[src/hw/rtl/lgge_pkg.sv]
// ----------------------------------------------------------------------------
// lgge_pkg
// Shared types and constants of the life grid generation engine.
// ----------------------------------------------------------------------------
package lgge_pkg;

   localparam int ROW_BITS_W  = 64;
   localparam int CELL_IDX_W  = 6;
   localparam int REGION_W    = 7;
   localparam int GENS_W      = 8;
   localparam int CSR_INDEX_W = 2;
   localparam int CSR_DATA_W  = 8;
   localparam int COUNT_W     = 4;

   // item kinds
   localparam logic KIND_ACTIVATE = 1'b0;
   localparam logic KIND_TICK     = 1'b1;

   // register indexes
   localparam logic [CSR_INDEX_W-1:0] REG_GENERATIONS = 2'd0;
   localparam logic [CSR_INDEX_W-1:0] REG_ACTIVE_ROWS = 2'd1;
   localparam logic [CSR_INDEX_W-1:0] REG_ACTIVE_COLS = 2'd2;

   // register reset values
   localparam logic [GENS_W-1:0]   GENS_RESET = 8'd1;
   localparam logic [REGION_W-1:0] ROWS_RESET = 7'd64;
   localparam logic [REGION_W-1:0] COLS_RESET = 7'd64;

   // B3/S23 neighbour counts
   localparam logic [COUNT_W-1:0] BIRTH_COUNT   = 4'd3;
   localparam logic [COUNT_W-1:0] SURVIVE_COUNT = 4'd2;

   // row cell operations
   localparam logic [1:0] CELL_HOLD  = 2'd0;
   localparam logic [1:0] CELL_SHIFT = 2'd1;
   localparam logic [1:0] CELL_SET   = 2'd2;
   localparam logic [1:0] CELL_CLIP  = 2'd3;

   typedef struct packed {
      logic [1:0]            op;
      logic [CELL_IDX_W-1:0] act_row;
      logic [CELL_IDX_W-1:0] act_col;
      logic [REGION_W-1:0]   rows;
   } cell_ctrl_type;

endpackage

[src/hw/rtl/lgge_life_row.sv]
// ----------------------------------------------------------------------------
// lgge_life_row
// Next state of one row from the three-row window under rule B3/S23.
// ----------------------------------------------------------------------------
module lgge_life_row #(
   parameter int COLS = 64
) (
   input  logic [COLS-1:0] up_row,
   input  logic [COLS-1:0] mid_row,
   input  logic [COLS-1:0] dn_row,
   input  logic [COLS-1:0] col_mask,
   output logic [COLS-1:0] next_row
);

   logic [COLS-1:0] up_l, up_r, mid_l, mid_r, dn_l, dn_r;
   logic [COLS-1:0] rule;

   // bit c of *_l is column c-1, of *_r is column c+1
   assign up_l  = {up_row[COLS-2:0], 1'b0};
   assign up_r  = {1'b0, up_row[COLS-1:1]};
   assign mid_l = {mid_row[COLS-2:0], 1'b0};
   assign mid_r = {1'b0, mid_row[COLS-1:1]};
   assign dn_l  = {dn_row[COLS-2:0], 1'b0};
   assign dn_r  = {1'b0, dn_row[COLS-1:1]};

   always_comb begin
      logic [lgge_pkg::COUNT_W-1:0] n;
      for (int c = 0; c < COLS; c++) begin
         n = lgge_pkg::COUNT_W'(up_l[c]) + lgge_pkg::COUNT_W'(up_row[c])
           + lgge_pkg::COUNT_W'(up_r[c]) + lgge_pkg::COUNT_W'(mid_l[c])
           + lgge_pkg::COUNT_W'(mid_r[c]) + lgge_pkg::COUNT_W'(dn_l[c])
           + lgge_pkg::COUNT_W'(dn_row[c]) + lgge_pkg::COUNT_W'(dn_r[c]);
         rule[c] = (n == lgge_pkg::BIRTH_COUNT)
                || ((n == lgge_pkg::SURVIVE_COUNT) && mid_row[c]);
      end
   end

   assign next_row = rule & col_mask;

endmodule
[config.mk]
export PLATFORM = sky130hd
export DESIGN_NAME = lgge_life_row
export DESIGN_NICKNAME = d
export VERILOG_FILES = /design/src/hw/rtl/lgge_pkg.sv /design/src/hw/rtl/lgge_life_row.sv
export SDC_FILE = /design/constraint.sdc
export NUM_CORES = 1
export LEC_CHECK = 0
export ABC_AREA = 1
export BUFFER_PORTS_ARGS = -buffer_cell sky130_fd_sc_hd__buf_2
export CELL_PAD_IN_SITES_DETAIL_PLACEMENT = 1
export CELL_PAD_IN_SITES_GLOBAL_PLACEMENT = 1
export CORE_MARGIN = 5
export CORE_UTILIZATION = 40
export DETAILED_ROUTE_END_ITERATION = 6
export PLACE_DENSITY = 0.93
export RECOVER_POWER = 25
export SETUP_SLACK_MARGIN = 0.02
export SLEW_MARGIN = 20
export SYNTH_ARGS = -nofsm -noshare
export SYNTH_HDL_FRONTEND = slang
export SYNTH_SLANG_ARGS = --single-unit
[constraint.sdc]
create_clock -name vclk -period 4.8
set_clock_uncertainty 0.15 [all_clocks]
set_input_delay 0.96 -clock vclk [all_inputs]
set_output_delay 0.96 -clock vclk [all_outputs]
set_load 0.03 [all_outputs]
==> impl_results.md <==
* Outcome: finished with violations
* Violated checks: setup timing
* Critical Path RT at 3690 ps
* Antenna Violating Nets Remaining at 0
* PD cells at 271.8 nW/um^2
* Fin. max-slew vios at 0
* Port buffer count at 320
* First-pass GRT wire length at 87.22 mm
* Seq cells at 0
* WP data arrival at 4160 ps
* Wire per inst at 27.10 um
* First-pass iteration count of the detailed router at 7
* Total negative setup slack at -14850 ps
* Syn Nets at 2266
* Yosys warning total at 0
* Hold Crit Depth at 4
* Filler Cell Count at 3467
* Synth area leader: fa_1
* Worst setup margin at -473.1 ps
* Startpoint types: primary input
* # hold bufs at CTS at 0
* Syn-to-layout area delta at 46.07%
* Clock Buffer Count at 0
* Die X at 181.2 um
* Post-layout util at 59.33%
* Commonest non-fill, non-tap cells in the layout: inv_1 (422), fa_1 (243), nand2_1 (239)
* Slew HR at 71.55%
* Max IR drop VDD at 0.0001471 V
* Die Area at 32830 sq um
* Post-Syn Instances at 1570
* Hold Path Class: primary input to output port
* Final count of hold timing violations at 0
* Core Area at 28860 sq um
* Fin crit period at 5273 ps
* Maxcap violations at 0
* Cell variety after synth at 9
* Ranking of synthesized cells by area: fa_1 (43%), ha_1 (20%), inv_1 (18%)
* Slew at the pin with the worst max-slew slack at 426.3 ps
* Design Area, Final at 17120 sq um
* Commonest non-fill, non-tap cell in the layout: inv_1
* Post-Syn Area at 11720 sq um
* Critical path type: primary input to output port
* Vias in the first global route at 15520
* Synth top area share at 43.04%
* Grt total ovfl at 0
* Dpl cell area at 15110 sq um
* Crit path capture type: output port
* Net count, final at 2767
* DR iter-0 viols at 1292
* Remaining DRCs at 0
* WHS Endpoint: next_row[0]
* Largest net degree at the start of global routing at 4
* DP Worst Slack at -448.2 ps
* Routability-driven placement congestion ratio at 0.9130
* Final worst-path cycle share at 109.9%
* Die Y at 181.2 um
* Row cnt at 62
* Post-synthesis sequential area ratio at 0%
* Syn Area/Cell at 7.467 sq um
* Initial antenna violation count at 12
* Drt total wl at 66.67 mm
* DR vias/cell at 5.547
* P_leak at 9.528 nW
* Vias at 13650
* Total Routing Usage GR at 33.69%
* Register Area at 0 sq um
* Initial core utilization at 40.62%
* Highest clock rate at 189.6 MHz
* RSZ-0062 raised after global routing: yes
* Final setup violation count at 61
* Worst Path Max Fanout at 2
* Multi-input gate area at 10410 sq um
* Hpwl dp at 41.20 mm
* Share of layout cells above drive strength 1 at 38.71%
* Io pins at 320
* Hold Crit Start: col_mask[0]
==> power by group <==
group	switching, mW	internal, mW
registers	0	0
clock network	0	0.000000195
logic	2.77	1.88
total	2.77	1.88
==> what timing repair did <==
action / in CTS / in global routing
buffers inserted: 14 / 11
setup endpoints to repair: 61 / 62
resized for setup: 440 / 183
pin swaps: 218 / 135
==> synth_stat cells <==
master / count
nand2_1: 249
inv_1: 568
nand3_1: 1
a21oi_1: 62
a211oi_1: 1
nor3_1: 1
ha_1: 188
fa_1: 252
nor2_1: 248
==> logic make-up after synthesis <==
family,share of synthesized area (%)
AO/OA/AOI/OAI,2.711
buffers and inverters,18.19
AND/OR/NAND/NOR,16.00
adder cells (fa/ha/maj),63.10
==> metal layers <==
layer | global-route usage, % | vias to the layer above | wire length [um]
met2 | 62.16 | 1151 | 32690
met4 | 15.49 | 16 | 4715
met5 | 0 | - | 108
met3 | 8.265 | 391 | 7123
met1 | 36.11 | 6653 | 22040
li1 | - | 5434 | -
==> worst max-delay path: stages <==
cell     delay [ps]
buf_2           120
inv_2            90
fa_1            440
fa_1            510
fa_1            550
inv_2            60
ha_4            180
fa_1            550
nand2_1         110
nor2_1          160
nand2_1         110
nor2_4          160
buf_6           160
==> area by class of cell <==
class,instances,area share (%)
diodes,7,0.1023
inverters,568,13.50
multi-input cells,1002,60.77
well taps,384,2.806
repair buffers,499,22.81
==> through the flow <==
stage / total power, mW / hold slack [ps] / instances
5_1_grt: 4.956 / 2169 / 2454
3_5_place_dp: 3.417 / 2130 / 2428
6_report: 4.653 / 2160 / 2460
3_3_place_gp: 2.947 / 2117 / 2428
2_1_floorplan: 2.242 / 1936 / 1570
4_1_cts: 3.791 / 2129 / 2442
==> worst max path at each step <==
stage | end | slack (ps) | startpoint
4_1_cts | next_row[56] | -300 | mid_row[55]
5_1_grt | next_row[26] | -480 | mid_row[25]
3_3_place_gp | next_row[26] | -260 | up_row[25]
6_report | next_row[26] | -470 | mid_row[25]
2_1_floorplan | next_row[45] | 20 | up_row[44]
3_5_place_dp | next_row[56] | -450 | up_row[55]
(Power assumes the default switching activity.)
