File: src/hw/rtl/lgge_pkg.sv
// ----------------------------------------------------------------------------
// lgge_pkg
// Shared types and constants of the life grid generation engine.
// ----------------------------------------------------------------------------
package lgge_pkg;

   localparam int ROW_BITS_W  = 64;
   localparam int CELL_IDX_W  = 6;
   localparam int REGION_W    = 7;
   localparam int GENS_W      = 8;
   localparam int CSR_INDEX_W = 2;
   localparam int CSR_DATA_W  = 8;
   localparam int COUNT_W     = 4;

   // item kinds
   localparam logic KIND_ACTIVATE = 1'b0;
   localparam logic KIND_TICK     = 1'b1;

   // register indexes
   localparam logic [CSR_INDEX_W-1:0] REG_GENERATIONS = 2'd0;
   localparam logic [CSR_INDEX_W-1:0] REG_ACTIVE_ROWS = 2'd1;
   localparam logic [CSR_INDEX_W-1:0] REG_ACTIVE_COLS = 2'd2;

   // register reset values
   localparam logic [GENS_W-1:0]   GENS_RESET = 8'd1;
   localparam logic [REGION_W-1:0] ROWS_RESET = 7'd64;
   localparam logic [REGION_W-1:0] COLS_RESET = 7'd64;

   // B3/S23 neighbour counts
   localparam logic [COUNT_W-1:0] BIRTH_COUNT   = 4'd3;
   localparam logic [COUNT_W-1:0] SURVIVE_COUNT = 4'd2;

   // row cell operations
   localparam logic [1:0] CELL_HOLD  = 2'd0;
   localparam logic [1:0] CELL_SHIFT = 2'd1;
   localparam logic [1:0] CELL_SET   = 2'd2;
   localparam logic [1:0] CELL_CLIP  = 2'd3;

   typedef struct packed {
      logic [1:0]            op;
      logic [CELL_IDX_W-1:0] act_row;
      logic [CELL_IDX_W-1:0] act_col;
      logic [REGION_W-1:0]   rows;
   } cell_ctrl_type;

endpackage

File: src/hw/rtl/lgge_row_cell.sv
// ----------------------------------------------------------------------------
// lgge_row_cell
// One grid row: holds its cells, shifts from its neighbour, sets a cell
// on activate and clears itself outside the active region.
// ----------------------------------------------------------------------------
module lgge_row_cell #(
   parameter int COLS  = 64,
   parameter int INDEX = 0
) (
   input  logic                   clock,
   input  logic                   reset,
   input  lgge_pkg::cell_ctrl_type ctrl,
   input  logic [COLS-1:0]        col_mask,
   input  logic [COLS-1:0]        shift_in,
   output logic [COLS-1:0]        row_out
);

   logic [COLS-1:0] row_ff;
   logic [COLS-1:0] row_in;
   logic            row_hit;
   logic            beyond;

   assign row_hit = (ctrl.act_row == lgge_pkg::CELL_IDX_W'(INDEX));
   assign beyond  = (lgge_pkg::REGION_W'(INDEX) >= ctrl.rows);

   always_comb begin
      row_in = row_ff;
      case (ctrl.op)
         lgge_pkg::CELL_HOLD: row_in = row_ff;
         lgge_pkg::CELL_SHIFT: row_in = shift_in;
         lgge_pkg::CELL_SET: begin
            for (int c = 0; c < COLS; c++) begin
               if (row_hit && (ctrl.act_col == lgge_pkg::CELL_IDX_W'(c))) begin
                  row_in[c] = 1'b1;
               end
            end
         end
         lgge_pkg::CELL_CLIP: row_in = beyond ? '0 : (row_ff & col_mask);
         default: row_in = row_ff;
      endcase
   end

   always_ff @(posedge clock) begin
      if (reset) begin
         row_ff <= '0;
      end else begin
         row_ff <= row_in;
      end
   end

   assign row_out = row_ff;

endmodule

File: config.mk
export PLATFORM = sky130hd
export DESIGN_NAME = lgge_row_cell
export DESIGN_NICKNAME = d
export VERILOG_FILES = /design/src/hw/rtl/lgge_pkg.sv /design/src/hw/rtl/lgge_row_cell.sv
export SDC_FILE = /design/constraint.sdc
export NUM_CORES = 1
export LEC_CHECK = 0
export ABC_CLOCK_PERIOD_IN_PS = 2500
export BUFFER_PORTS_ARGS = -buffer_cell sky130_fd_sc_hd__buf_2
export CAP_MARGIN = 20
export CORE_MARGIN = 10
export CORE_UTILIZATION = 40
export DETAILED_ROUTE_END_ITERATION = 10
export HOLD_SLACK_MARGIN = 0.12
export PLACE_DENSITY = 0.72
export SLEW_MARGIN = 20
export SYNTH_ARGS = -nofsm -noshare
export SYNTH_HDL_FRONTEND = slang
export SYNTH_SLANG_ARGS = --single-unit
File: constraint.sdc
create_clock -name clock -period 2.5 [get_ports clock]
set_input_delay 0.125 -clock clock [delete_from_list [all_inputs] [get_ports clock]]
set_output_delay 0.125 -clock clock [all_outputs]
set_load 0.02 [all_outputs]
==> impl_metrics.ini <==
[status]
status = completed

[cts]
cts.clk_slew.worst_paths_ns = 0.07
numCtsBuffers = 9
postCtsSetupRepairBufs = 0
cts_tree = done
cts-root-buf = clkbuf_8
numClockSinks = 64
clockBufferDepth = 2
htreeDepth = 3
postCtsResizedCells = 0
insertion_delay_ns = 0.34

[layout]
drive_above_1_share_pct = 33.3
layout_commonest_cell = buf_2
postLayoutCoreUtil_pct = 64.5
syn2layout_area_growth_pct = 57.4
final_cell_mix = buf_2, dlygate4sd3_1, dfxtp_1
fillCellCount = 866
largest_reg_flops = 64
layout.nets = 929

[floorplanning]
die_h_microns = 120
die-area_sq_um = 14400
fp.dieW_microns = 120
rows = 36
ioPinCount = 215
core_area_sq_um = 9730
start_util_pct = 41.0

[power_and_ir_drop]
ir_worst_vdd_mv = 0.253
p_leak_nw = 2.69
p_per_area_nw_per_um2 = 429
finalPower_mw = 2.69

[synth]
yosysWarnings = 0
synth_compound_area_share_pct = 32.2
synth_top_family_by_area = compound AO/OA/AOI/OAI gates
async_reset_ff_share_pct = 0
synthAdderAreaFrac_pct = 0
postSynthAreaPerCell_sq_um = 7.99
synth_cell_type_count = 38
synth-simple-area-share_pct = 29.8
yosys.area_share.xor_xnor_pct = 0
synthMuxAreaShare_pct = 0
synth_area_sq_um = 3990
ys_ff_latch = 64
synth_edf_count = 0
synthesis.nets = 650
synth-main-ff-cell = dfxtp_1
syn_inst = 499
ys_seq_area_share_pct = 32.2

[sta]
slew_headroom_pct = 49.7
setup_viol = 0
rsz0062_at_grt = false
fin_skew_ns = 0
drv_slew = 0
setup-tns-final_ns = 0
finalCritPeriodShare_pct = 83.8
hold_viol_final = 0
tightest_slew_ns = 0.744
period_needed_ns = 2.09
fmax_mhz = 477

[drt]
drt-total-wl_microns = 17900
drc = 0
drt_first_pass_iters = 5
avgRoutedWirePerCell_microns = 19.5
num_vias = 5301
drt_iter0_markers = 461
routed_via_density = 5.77
final_antenna_net_count = 0

[placed_design]
gp_congestion = 0.799
portBuffers = 214
place_hpwl_microns = 12700

[global_route]
grtUsageTotal_pct = 24.1
use_met3_pct = 8.39
grt_pass1_vias = 5425
use_met2_pct = 39.1
grt_max_degree = 40
grt_pass1_wl_microns = 28500
antenna_found_initial = 1
grt.met1_usage_pct = 27.9
grt-ovfl-total = 0
busiest_layer = met2

[worst_setup_path]
cp-start-kind = input port
required_ns = 2.79
path_class = input port to flop
cpMaxStageDelayCell = nor2_2
cp_cell_sequence = buf_2 -> nor2_2 -> buf_4 -> o311ai_0 -> o211ai_1 -> dlygate4sd3_1
path_buf_inv = 3
path_max_fanout = 33
cp_data_arrival_time_ns = 2.38
slowest_delay_ns = 0.64
cp-end-kind = flop
crit_family = buffers and inverters

[run]
maxCapViolations = 0

[worst_hold_path]
hold_class = input port to flop
-- cells in the mapped netlist (9+ instances only) --
library cell,number,area [sq um]
dfxtp_1,64,1280
clkbuf_1,40,150
o22a_1,12,105
nand4_1,31,194
o211ai_1,28,210
a21o_1,28,210
o21ai_1,11,55.1
nand3_1,42,210
buf_2,9,45.0
nand2_1,39,146
a21oi_1,28,140
a32oi_1,36,315
nor2b_1,33,206
nand2b_1,21,131
-- cell type report --
class | instances | area (sq um) | share of cell area, %
multi-input combinational | 377 | 2510 | 40.1
timing repair buffer | 320 | 2080 | 33.2
sequential | 64 | 1280 | 20.4
tap | 133 | 166 | 2.65
clock buffer | 13 | 159 | 2.53
clock inverter | 3 | 40.0 | 0.638
inverter | 6 | 22.5 | 0.359
antenna | 2 | 5.00 | 0.0798
-- per-layer routing --
metal | vias up | share of wire (%)
li1 | 2496 | -
met1 | 2457 | 40
met2 | 294 | 46
met3 | 54 | 9.8
met4 | 0 | 4.4
met5 | - | 0
-- worst min-delay path: cells and delay by family --
kind	cells	cell delay [ns]
buf+inv	1	0.09
compound gates	2	0.21
-- metrics by stage --
step	instance area (sq um)	cells	hold WS [ns]	setup WS, ns
6_report	6270	918	0.127	0.405
3_3_place_gp	5200	813	0.324	0.639
3_5_place_dp	5200	813	0.328	0.639
4_1_cts	6270	916	0.121	0.497
5_1_grt	6270	917	0.144	0.273
2_1_floorplan	3990	499	0.235	1.02
-- repair_timing --
action	in CTS	in global routing
hold endpoints to repair	45	0
hold buffers	87	0
setup endpoints to repair	0	0
-- where the power goes --
group	switching [mW]	internal (mW)
Clock	0.405	0.513
Combinational	0.346	0.313
Sequential	0.0400	1.07
Total	0.791	1.90
-- path summary, 6_finish.rpt --
kind	endpoint	from	slack, ns	depth (start not counted)
setup / recovery	row_out[46]$_SDFFE_PP0P_	ctrl[19]	0.41	6
hold / removal	row_out[34]$_SDFFE_PP0P_	shift_in[34]	0.13	3
setup reg to reg	row_out[37]$_SDFFE_PP0P_	row_out[37]$_SDFFE_PP0P_	1.07	4
hold reg to reg	row_out[34]$_SDFFE_PP0P_	row_out[34]$_SDFFE_PP0P_	0.52	2
-- cells by family (layout without fill, tap and decap cells) --
kind of cell / after synthesis / in the layout
buf+inv: 58 / 342
simple gates: 201 / 201
flops: 64 / 64
compound gates: 176 / 176
other cells: 0 / 2
No activity file was read; power rests on OpenSTA's default activity.
